===== src/hdl/linear_probe_hash_table_unit_macros.svh =====
// ----------------------------------------------------------------------------
// Linear probe hash table assertion macros
// Assertion helpers that compile away when SYNTHESIS is defined.
// ----------------------------------------------------------------------------
`ifndef LINEAR_PROBE_HASH_TABLE_UNIT_MACROS_SVH
`define LINEAR_PROBE_HASH_TABLE_UNIT_MACROS_SVH
`ifndef SYNTHESIS
`define LPHT_ASSERT_ALWAYS(label, clk, rst, expr) \
   label: assert property (@(posedge clk) disable iff (rst) (expr)) \
      else $error("lpht: check failed");
`define LPHT_ASSERT_IMPLY(label, clk, rst, ante, cons) \
   label: assert property (@(posedge clk) disable iff (rst) (ante) |-> (cons)) \
      else $error("lpht: implication failed");
`else
`define LPHT_ASSERT_ALWAYS(label, clk, rst, expr)
`define LPHT_ASSERT_IMPLY(label, clk, rst, ante, cons)
`endif
`endif


===== src/hdl/lpht_pkg.sv =====
// ----------------------------------------------------------------------------
// Linear probe hash table package
// Shared constants, codes and word types of the hash table unit.
// ----------------------------------------------------------------------------
package lpht_pkg;

   localparam int TABLE_SIZE  = 1024;
   localparam int SLOT_BITS   = $clog2(TABLE_SIZE);
   localparam int COUNT_BITS  = 11;
   localparam int QUEUE_DEPTH = 2;
   localparam int QPTR_BITS   = $clog2(QUEUE_DEPTH);
   localparam int QCNT_BITS   = $clog2(QUEUE_DEPTH + 1);

   localparam logic [COUNT_BITS-1:0] FILL_LIMIT_RESET = COUNT_BITS'(768);

   localparam logic [1:0] CMD_INSERT = 2'd0;
   localparam logic [1:0] CMD_SEARCH = 2'd1;
   localparam logic [1:0] CMD_REMOVE = 2'd2;
   localparam logic [1:0] CMD_CLEAR  = 2'd3;

   localparam logic [2:0] ST_INSERTED = 3'd0;
   localparam logic [2:0] ST_UPDATED  = 3'd1;
   localparam logic [2:0] ST_REJECTED = 3'd2;
   localparam logic [2:0] ST_FULL     = 3'd3;
   localparam logic [2:0] ST_REMOVED  = 3'd4;
   localparam logic [2:0] ST_FOUND    = 3'd5;
   localparam logic [2:0] ST_ABSENT   = 3'd6;

   typedef struct packed {
      logic [1:0]         command;
      logic signed [31:0] key;
      logic [31:0]        value;
   } req_word_type;

   typedef struct packed {
      logic [2:0]            status;
      logic [COUNT_BITS-1:0] entry_count;
   } rsp_word_type;

   typedef struct packed {
      logic [1:0]           command;
      logic [31:0]          key;
      logic [31:0]          value;
      logic [SLOT_BITS-1:0] home;
   } cmd_entry_type;

   typedef struct packed {
      logic          valid;
      cmd_entry_type entry;
   } job_type;

   typedef struct packed {
      logic pop;
      logic init_busy;
   } back_status_type;

   typedef struct packed {
      logic        occupied;
      logic        tombstone;
      logic [31:0] key;
      logic [31:0] value;
   } slot_type;

   localparam int SLOT_WIDTH = $bits(slot_type);

endpackage


===== src/hdl/lpht_front.sv =====
// ----------------------------------------------------------------------------
// Linear probe hash table front end
// Accepts command words, computes the home slot and queues them.
// ----------------------------------------------------------------------------
module lpht_front (
   input  logic                     clock,
   input  logic                     reset,
   input  logic                     req_push,
   output logic                     req_full,
   input  lpht_pkg::req_word_type   req_word,
   input  lpht_pkg::back_status_type back_status,
   output lpht_pkg::job_type        job
);

   lpht_pkg::cmd_entry_type        entries_ff [lpht_pkg::QUEUE_DEPTH];
   lpht_pkg::cmd_entry_type        new_entry;
   logic [lpht_pkg::QPTR_BITS-1:0] rd_ptr_ff, rd_ptr_in;
   logic [lpht_pkg::QPTR_BITS-1:0] wr_ptr_ff, wr_ptr_in;
   logic [lpht_pkg::QCNT_BITS-1:0] count_ff, count_in;
   logic [lpht_pkg::SLOT_BITS-1:0] low_bits;
   logic                           push_ok;
   logic                           pop_ok;

   // The magnitude modulo a power-of-two table size is the low bits of the magnitude.
   assign low_bits = req_word.key[lpht_pkg::SLOT_BITS-1:0];

   always_comb begin
      new_entry.command = req_word.command;
      new_entry.key     = req_word.key;
      new_entry.value   = req_word.value;
      new_entry.home    = req_word.key[31] ? (~low_bits + lpht_pkg::SLOT_BITS'(1)) : low_bits;
   end

   assign req_full = back_status.init_busy ||
                     (count_ff == lpht_pkg::QCNT_BITS'(lpht_pkg::QUEUE_DEPTH));
   assign push_ok  = req_push && !req_full;
   assign pop_ok   = back_status.pop && (count_ff != '0);

   assign job.valid = (count_ff != '0);
   assign job.entry = entries_ff[rd_ptr_ff];

   always_comb begin
      rd_ptr_in = rd_ptr_ff;
      wr_ptr_in = wr_ptr_ff;
      count_in  = count_ff;
      if (push_ok) begin
         wr_ptr_in = (wr_ptr_ff == lpht_pkg::QPTR_BITS'(lpht_pkg::QUEUE_DEPTH - 1)) ?
                     '0 : wr_ptr_ff + lpht_pkg::QPTR_BITS'(1);
      end
      if (pop_ok) begin
         rd_ptr_in = (rd_ptr_ff == lpht_pkg::QPTR_BITS'(lpht_pkg::QUEUE_DEPTH - 1)) ?
                     '0 : rd_ptr_ff + lpht_pkg::QPTR_BITS'(1);
      end
      if (push_ok && !pop_ok) begin
         count_in = count_ff + lpht_pkg::QCNT_BITS'(1);
      end else if (pop_ok && !push_ok) begin
         count_in = count_ff - lpht_pkg::QCNT_BITS'(1);
      end
   end

   always_ff @(posedge clock) begin
      if (reset) begin
         rd_ptr_ff <= '0;
         wr_ptr_ff <= '0;
         count_ff  <= '0;
      end else begin
         rd_ptr_ff <= rd_ptr_in;
         wr_ptr_ff <= wr_ptr_in;
         count_ff  <= count_in;
      end
   end

   always_ff @(posedge clock) begin
      if (push_ok) begin
         entries_ff[wr_ptr_ff] <= new_entry;
      end
   end

endmodule


===== config.mk =====
export PLATFORM = sky130hd
export DESIGN_NAME = lpht_front
export DESIGN_NICKNAME = d
export VERILOG_FILES = /design/src/hdl/linear_probe_hash_table_unit_macros.svh /design/src/hdl/lpht_pkg.sv /design/src/hdl/lpht_front.sv
export SDC_FILE = /design/constraint.sdc
export NUM_CORES = 1
export LEC_CHECK = 0
export BUFFER_PORTS_ARGS = -buffer_cell sky130_fd_sc_hd__clkbuf_2
export CAP_MARGIN = 20
export CORE_MARGIN = 3
export CORE_UTILIZATION = 47
export CTS_CLUSTER_DIAMETER = 60
export DETAILED_ROUTE_END_ITERATION = 10
export PLACE_DENSITY = 0.76
export RECOVER_POWER = 50
export SYNTH_ARGS = -nofsm -noshare
export SYNTH_HDL_FRONTEND = slang
export SYNTH_SLANG_ARGS = --single-unit
export TNS_END_PERCENT = 50

===== constraint.sdc =====
create_clock -name clock -period 4.9 [get_ports clock]
set_input_delay 0.49 -clock clock [delete_from_list [all_inputs] [get_ports clock]]
set_output_delay 0.49 -clock clock [all_outputs]
set_load 0.005 [all_outputs]

Word level (Yosys, flattened, before mapping)
Memories as Yosys holds them, arrays and structs flattened. A register that Yosys moved wholly into a read port is not among the register bits. Index checks and enable logic that the tools add are counted.

Flip-flop bits (word level): 4. Logic and storage cells: 30. Input bits: 71. Bits in writable memories: 152. Memories kept: 1.

Eq/ne operators: 1. $add $sub $neg: 5. Reductions and logical operators: 10. Bitwise operators: 1. Mux-type cells: 9.

Memory list: entries_ff (depth 2, bits a word 76, rd ports 1, clocked after memory_dff 1, wr ports 1, RTL line lpht_front.sv:15) `lpht_pkg::cmd_entry_type entries_ff [lpht_pkg::QUEUE_DEPTH];`.

Operators by type and width (count): $add 10x1->10 const B (1); $mux 10 (1); $not 10->10 (1); $mux 1 (6); $logic_and 1x1->1 (4); $mux 2 (2); $reduce_bool 2->1 (2); $logic_not 1->1 (3); $add 1x1->1 const B (2); $add 2x1->2 const B (1); $eq 2x2->1 const B (1); $sub 2x1->2 const B (1); $logic_or 1x1->1 (1).

Longest topological paths before layout
Gate-level depths: netlist of the first run.

Depth in word-level cells: 8. Mapped depth: 6.

Worst setup path after synthesis of the first run
Ideal clock, no wire load.

Path type: input-to-reg. Start: input port back_status[0] (netlist name). End: register wr_ptr_ff. Slack: -0.446 ns. Setup time: 0.076 ns. Data required time: 4.824 ns. Path buffers: 0. Stages: 2. Arrival: 5.270 ns. Cell sequence: nor4_2 -> o21ba_2.

Word-level cells in the longest chain between the ends: 3.

RTL lines: from (decl) (RTL line lpht_front.sv:11) `input lpht_pkg::back_status_type back_status,`; $logic_or 1x1->1 (RTL line lpht_front.sv:34) `assign req_full = back_status.init_busy ||`; $logic_not 1->1 (RTL line lpht_front.sv:36) `assign push_ok = req_push && !req_full;`; $logic_and 1x1->1 (RTL line lpht_front.sv:36); to (signal assigned) (RTL line lpht_front.sv:68) `wr_ptr_ff <= wr_ptr_in;`; to (decl) (RTL line lpht_front.sv:18) `logic [lpht_pkg::QPTR_BITS-1:0] wr_ptr_ff, wr_ptr_in;`.

No other way between the ends. A chain may end at the register's enable or synchronous reset.

Final worst setup path of the first run
Start: register count_ff[0] (netlist name). End: memory entries_ff[0][15] (netlist name), enable pin.

Word-level cells in the longest chain between the ends: 6.

RTL lines: from (decl) (RTL line lpht_front.sv:19) `logic [lpht_pkg::QCNT_BITS-1:0] count_ff, count_in;`; from (signal assigned) (RTL line lpht_front.sv:69) `count_ff <= count_in;`; $eq 2x2->1 (RTL line lpht_front.sv:35) `(count_ff == lpht_pkg::QCNT_BITS'(lpht_pkg::QUEUE_DEPTH));`; $logic_or 1x1->1 (RTL line lpht_front.sv:34); $logic_not 1->1 (RTL line lpht_front.sv:36); $logic_and 1x1->1 (RTL line lpht_front.sv:36); $mux 1 (RTL line lpht_front.sv:74) `if (push_ok) begin`; $mux 1 (implied by the code) (RTL line lpht_front.sv:75) `entries_ff[wr_ptr_ff] <= new_entry;`; to (decl) (RTL line lpht_front.sv:15).

No other way between the ends.

==> summary.md, run 1 <==
| Metric | Value |
|---|---|
| Post-CTS setup buffer count | 0 |
| CP top delay family | buffers and inverters |
| Nature of the critical path startpoint | register |
| Max Freq | 0.321 GHz |
| Clk_lat worst skew | 410 ps |
| H-tree Lvls | 4 |
| Synth cell count leaders | 150 x edfxtp_1, 75 x mux2_2, 8 x xor2_1 |
| Row cnt | 40 |
| Synth Cell Area | 0.00587 mm² |
| Worst-Margin Slew | 2460 ps |
| Synthesized flop and latch total | 155 |
| # diodes | 0 |
| Largest net degree at the start of global routing | 76 |
| Die X | 118 µm |
| Core Util, Final | 59.9% |
| Top cell type's share of synthesized area | 76.7% |
| Setup slack after layout | 1790 ps |
| First-pass DRT Iterations | 4 |
| DRC viols | 0 |
| CTS max path bufs | 2 |
| Setup WS pre-CTS | 2660 ps |
| Worst-path fanout max | 43 |
| Synth Instances | 288 |
| Avg Vias per Cell | 4.90 |
| CP cell instances | nor2b_1, nor4_1, clkbuf_1 |
| Violation count after the first detailed-routing iteration | 162 |
| CP max stage delay | 1790 ps |
| Clock sinks | 155 |
| Clock share of power | 36.4% |
| Vias in the first global route | 3,339 |
| Slowest stage cell, crit path | clkbuf_1 |
| Clock tree from TritonCTS | built |
| GP Congestion | 0.765 |
| Final wirelength | 10.3 mm |
| Final Cycle Share | 63.6% |
| Synth top area cells | edfxtp_1 77%, mux2_2 14%, dfxtp_1 1.7%, xor2_1 1.2%, buf_6 0.96% |
| Setup Skew | 7.07 ps |
| RSZ-0062 raised after global routing | false |
| Die Area | 0.0139 mm² |
| Core box area | 0.0121 mm² |
| Avg Inst Size Synth | 20.4 µm² |
| Cell variety after synth | 27 |
| Initial Util | 48.5% |
| Initial antenna violation count | 0 |
| Power per cell area | 503 mW/mm² |
| Die height | 118 µm |
| Total track usage | 15.6% |
| Post-route minimum period | 3110 ps |
| Comb power frac | 16.9% |
| Sw Share | 23.5% |
| Vias | 3,084 |
| Worst Setup End Kind | register |
| Worst EP arrival | 3090 ps |
| Worst path required time | 4880 ps |
| Max Slew Vio Count | 78 |
| Hold Fails Final Rpt | 0 |
| Number of CTS-inserted buffers | 17 |
| Number of synthesized flops with an enable pin | 150 |
| Global-route wire length before repair | 16.5 mm |
| Dominant synthesized flop cell | edfxtp_1 |
| Final nets | 521 |
| Detail Route Antenna Nets | 0 |
| Worst Path Buf+Inv | 1 |
| Post-detail-place hpwl | 6.54 mm |
| Setup_tns | 0 ps |
| Static Leak | 2.55 nW |
| Async SR Flop Fraction | 0% |
| Drt wl/cell | 16.4 µm |
| Final setup vio count | 0 |
| Sequential share of the synthesized area | 78.4% |
| Status | finished, violations left |
| Synth Warn # | 0 |
| Root cell of the clock tree | clkbuf_16 |
| Peak VDD IR | 0.380 mV |
| Synth area leader | edfxtp_1 |
| HP Class | primary input to register |
| Remaining Overflow, GRT | 0 |
| Sw Pwr | 860 µW |
| Area growth, synth to finish | 23.7% |
| Ports | 149 |
| Int Pwr | 2.79 mW |
| Critical path class | register to register |
| Max cap viols | 2 |
| Most common cell in the synthesized netlist | edfxtp_1 |
| PostCTS Resize Cnt | 0 |
| Cts hold-fix bufs | 0 |
| IO buf count | 148 |
| Worst rel slew slack | -64.0% |
| CTS clk-pin slew, worst paths | 60 ps |
| Share of cells above drive strength 1 | 42.3% |
| Flop pwr share | 46.7% |
| Post-Syn Nets | 361 |
| Violated checks | max-capacitance violations, max-slew violations |
==> cell families (layout without fill, tap and decap cells) <==
logic type | Yosys count | in the layout | synth area share, %
muxes | 75 | 75 | 14.4
adders and majority gates | 2 | 2 | 0.426
DFF | 155 | 155 | 78.4
buffers and inverters | 14 | 187 | 1.70
and+or+nand+nor | 18 | 18 | 1.92
AOI/OAI and AO/OA | 13 | 13 | 1.49
xor gates and xnor gates | 11 | 11 | 1.64
==> layer usage <==
layer  vias to the layer above  global-route usage, %  wire (µm)
li1                       1451                      -          -
met2                       110                   25.5       5100
met4                         0                   6.96        188
met1                      1508                   18.6       4340
met3                        15                   5.43        666
met5                         -                      0          0
==> final cells by class <==
type	count	area (µm²)
sequential	155	4610
clock inverter	12	174
tap	168	210
clock buffer	20	437
multi-input combinational	119	1140
inverter	5	18.8
fill	939	4850
timing repair buffer	150	672
==> cells in the final DEF (no fill, tap or decap), drive strengths merged <==
cell type / synthesis / final
nand2b: 1 / 1
and2: 1 / 1
nand2: 1 / 1
nor2b: 1 / 1
xor2: 8 / 8
or3: 1 / 1
or2: 2 / 2
inv: 5 / 5
clkinv: 0 / 4
o31a: 1 / 1
nor3: 3 / 3
bufinv: 0 / 4
o41ai: 1 / 1
clkinvlp: 0 / 4
nor4: 2 / 2
ha: 2 / 2
nor2: 6 / 6
clkbuf: 0 / 170
dfxtp: 5 / 5
a21oi: 4 / 4
o21ba: 1 / 1
edfxtp: 150 / 150
o21ai: 4 / 4
mux2: 75 / 75
a31oi: 2 / 2
xnor2: 3 / 3
==> sequential cells by signal (all words and copies together), names as in the netlist, named ones only <==
register and count:
count_ff 2, entries_ff 150, rd_ptr_ff 1, wr_ptr_ff 1
==> power groups by stage <==
stage	clock (mW)	sequential [mW]	combinational [mW]
4_1_cts	1.36	1.71	0.646
5_1_grt	1.42	1.73	0.671
3_3_place_gp	0	1.73	0.631
3_5_place_dp	0	1.73	0.640
6_report	1.33	1.71	0.616
2_1_floorplan	0	1.63	0.472
==> metrics by stage <==
step           cell area, µm²  hold slack [ps]  instances  power, mW
2_1_floorplan            5880              466        288       2.11
3_3_place_gp             6770              482        597       2.36
3_5_place_dp             6770              493        597       2.38
4_1_cts                  7380              236        629       3.72
5_1_grt                  7260              238        629       3.82
6_report                 7260              266        629       3.65
==> final timing paths <==
check / cells past startpoint / start / slack, ps / end
max reg2reg: 3 / count_ff[0] / 1790 / entries_ff[0][15]
min reg2reg: 2 / rd_ptr_ff / 510 / rd_ptr_ff
min: 1 / req_word[42] / 270 / entries_ff[1][52]
max: 3 / count_ff[0] / 1790 / entries_ff[0][15]
Note: power is estimated with default switching activity, not from simulation.
==> run 2: changes to the inputs <==
- clock period: 4.9 -> 2.75 ns (I/O delays scaled with it)
==> run 2 against run 1 <==
Effect of this change:
- the flow now finishes without violations
- clock-buffer cell count is 2 lower
- register-to-register slack lost 1000 ps
- critical path depth did not move
- global-route usage fell by 0.099 points
- clock skew down 2.3 ps
- clock power grew 78%
- first-iteration DRC count rose by 28%
- critical path type is now register to primary output
- largest power group unchanged
==> summary.md, run 2 (synthesis results as in run 1) <==
| Metric | Value |
|---|---|
| Status | completed |
| RSZ-0062 raised after global routing | false |
| RR Startpoint | count_ff[0] |
| Max Slew Vio Count | 0 (-100%) |
| Post-detail-place hpwl | 6.81 mm (+4.0%) |
| Sw Pwr | 1.54 mW (+79%) |
| Final setup vio count | 0 (unchanged) |
| Comb power frac | 18.9% (+2.0 points) |
| Number of CTS-inserted buffers | 17 (unchanged) |
| R2R Setup Slk | 780 ps (-1010 ps) |
| Global-route wire length before repair | 16.4 mm (-0.67%) |
| Detail Route Antenna Nets | 0 (unchanged) |
| Max reg flops | 150 (unchanged) |
| Hold_sp | req_word[59] |
| Worst-path fanout max | 51 (+19%) |
| Setup Skew | 4.76 ps (-2.32 ps) |
| Largest net degree at the start of global routing | 52 (-32%) |
| Vias in the first global route | 3,341 (+0.060%) |
| H-tree Lvls | 4 (unchanged) |
| Die X | 118 µm (unchanged) |
| CP top delay family | flip-flops |
| Max Freq | 0.473 GHz |
| Final wirelength | 10.4 mm (+0.93%) |
| Clk_lat worst skew | 410 ps (about the same) |
| Share of cells above drive strength 1 | 43.1% (+0.80 points) |
| Cts hold-fix bufs | 0 (unchanged) |
| Worst rel slew slack | 47.0% (+110 points) |
| Violation count after the first detailed-routing iteration | 207 (+28%) |
| Worst-Margin Slew | 795 ps (-1660 ps) |
| Area growth, synth to finish | 24.5% |
| DRC viols | 0 (unchanged) |
| CP cell instances | buf_12, mux2_2, clkbuf_2 |
| Setup WS pre-CTS | 940 ps (-1720 ps) |
| Final Cycle Share | 76.8% |
| Area after DPL | 0.00683 mm² (+0.85%) |
| Die Area | 0.0139 mm² (unchanged) |
| Slowest stage cell, crit path | dfxtp_4 |
| Ports | 149 (unchanged) |
| Flop pwr share | 44.8% (-1.9 points) |
| Sw Share | 23.6% (+0.037 points) |
| Static Leak | 2.58 nW (+1.3%) |
| Commonest non-fill, non-tap cells in the layout | 150 x edfxtp_1, 88 x clkbuf_2, 75 x mux2_2, 62 x clkbuf_1, 17 x clkbuf_16 |
| Hold depth | 1 (unchanged) |
| CP max stage delay | 560 ps (-1230 ps) |
| PostCTS Resize Cnt | 0 (unchanged) |
| Worst EP arrival | 1840 ps (-1250 ps) |
| Setup slack after layout | 638 ps (-1150 ps) |
| GP Congestion | 0.712 (-6.9%) |
| Worst Setup End Kind | primary output |
| Hold Fails Final Rpt | 0 (unchanged) |
| Remaining Overflow, GRT | 0 (unchanged) |
| # diodes | 0 (unchanged) |
| CTS max path bufs | 2 (unchanged) |
| Worst path required time | 2480 ps (-2400 ps) |
| Drt wl/cell | 16.4 µm (+0.45%) |
| IO buf count | 148 (unchanged) |
| Post-route minimum period | 2110 ps |
| Clock share of power | 36.3% (about the same) |
| Max cap viols | 0 (-2) |
| Nature of the critical path startpoint | register |
| Largest regs | entries_ff (150), count_ff (2) |
| Avg Vias per Cell | 4.91 (+0.11%) |
| Hold EP | entries_ff[0][69] |
| R2R cell count | 3 (unchanged) |
| Critical path class | register to primary output |
| CTS clk-pin slew, worst paths | 60 ps (about the same) |
| Core box area | 0.0121 mm² (unchanged) |
| Worst Path Buf+Inv | 2 (+1) |
| Initial Util | 48.5% (unchanged) |
| Int Pwr | 4.98 mW (+78%) |
| Final nets | 524 (+0.58%) |
| Row cnt | 40 (unchanged) |
| Power per cell area | 892 mW/mm² (+77%) |
| Clock tree from TritonCTS | built |
| R2R Path End | entries_ff[0][53] |
| Vias | 3,102 (+0.58%) |
| First-pass DRT Iterations | 4 (unchanged) |
| Total track usage | 15.5% (-0.099 points) |
| Initial antenna violation count | 0 (unchanged) |
| HP Class | primary input to register |
| Tot Pwr | 6.52 mW (+79%) |
| Most common cell after layout, fill and taps aside | edfxtp_1 |
| Post-route design area | 0.00731 mm² (+0.69%) |
| Clock sinks | 155 (unchanged) |
| Peak VDD IR | 0.642 mV (+69%) |
| Filler Cell Count | 968 (+3.1%) |
| Root cell of the clock tree | clkbuf_16 |
| Top reg by flops | entries_ff |
| Die height | 118 µm (unchanged) |
| Post-CTS setup buffer count | 0 (unchanged) |
-- run 2: cell types whose count changed in the layout (fill, tap and decap cells not counted) --
cell and change:
dfxtp_1 -1, clkinvlp_4 -1, buf_4 +2, clkinv_1 +3, clkbuf_1 -4, clkbuf_2 +1
buf_12 +2, dfxtp_2 +1
-- run 2: cell type report --
cell class / count / area, µm² / share of cell area, %
clock buffer: 18 / 429 / 5.87
clock inverter: 14 / 178 / 2.43
inverter: 5 / 18.8 / 0.257
multi-input combinational: 119 / 1140 / 15.6
sequential: 155 / 4610 / 63.1
tap: 168 / 210 / 2.88
timing repair buffer: 153 / 724 / 9.91
-- run 2: power by group through the flow --
stage                     logic, mW  registers [mW]  clock network [mW]
after CTS                      1.29            2.94                2.42
after global placement         1.27            2.97                   0
after detailed placement       1.28            2.98                   0
final                          1.23            2.92                2.37
after global routing           1.34            2.95                2.53
after floorplan               0.847            2.92                   0
-- run 2: stage by stage --
stage                     std cells  util (%)  hold slack, ps  TNS (ps)
after global routing            632      60.4            28.1         0
after detailed placement        600      56.4             468         0
after global placement          600      56.4             466         0
after floorplan                 288         -             337    -49210
final                           632      60.4            52.1         0
after CTS                       632      61.4            27.7         0
-- run 2: per-layer routing --
metal / global-route usage [%] / vias up / wire length, µm
met5: 0 / - / 0
met4: 7.47 / 0 / 221
met3: 4.90 / 16 / 545
met2: 26.7 / 94 / 5410
met1: 17.4 / 1538 / 4220
li1: - / 1454 / -
-- run 2: how the worst max path moves through the flow --
stage | from | depth (start not counted) | endpoint
6_report | register | 3 | job[53]
5_1_grt | register | 3 | job[2]
4_1_cts | register | 3 | job[53]
3_5_place_dp | req_push | 5 | entries_ff[1][13]
3_3_place_gp | req_push | 5 | entries_ff[1][21]
2_1_floorplan | count_ff[1] | 2 | entries_ff[0][10]
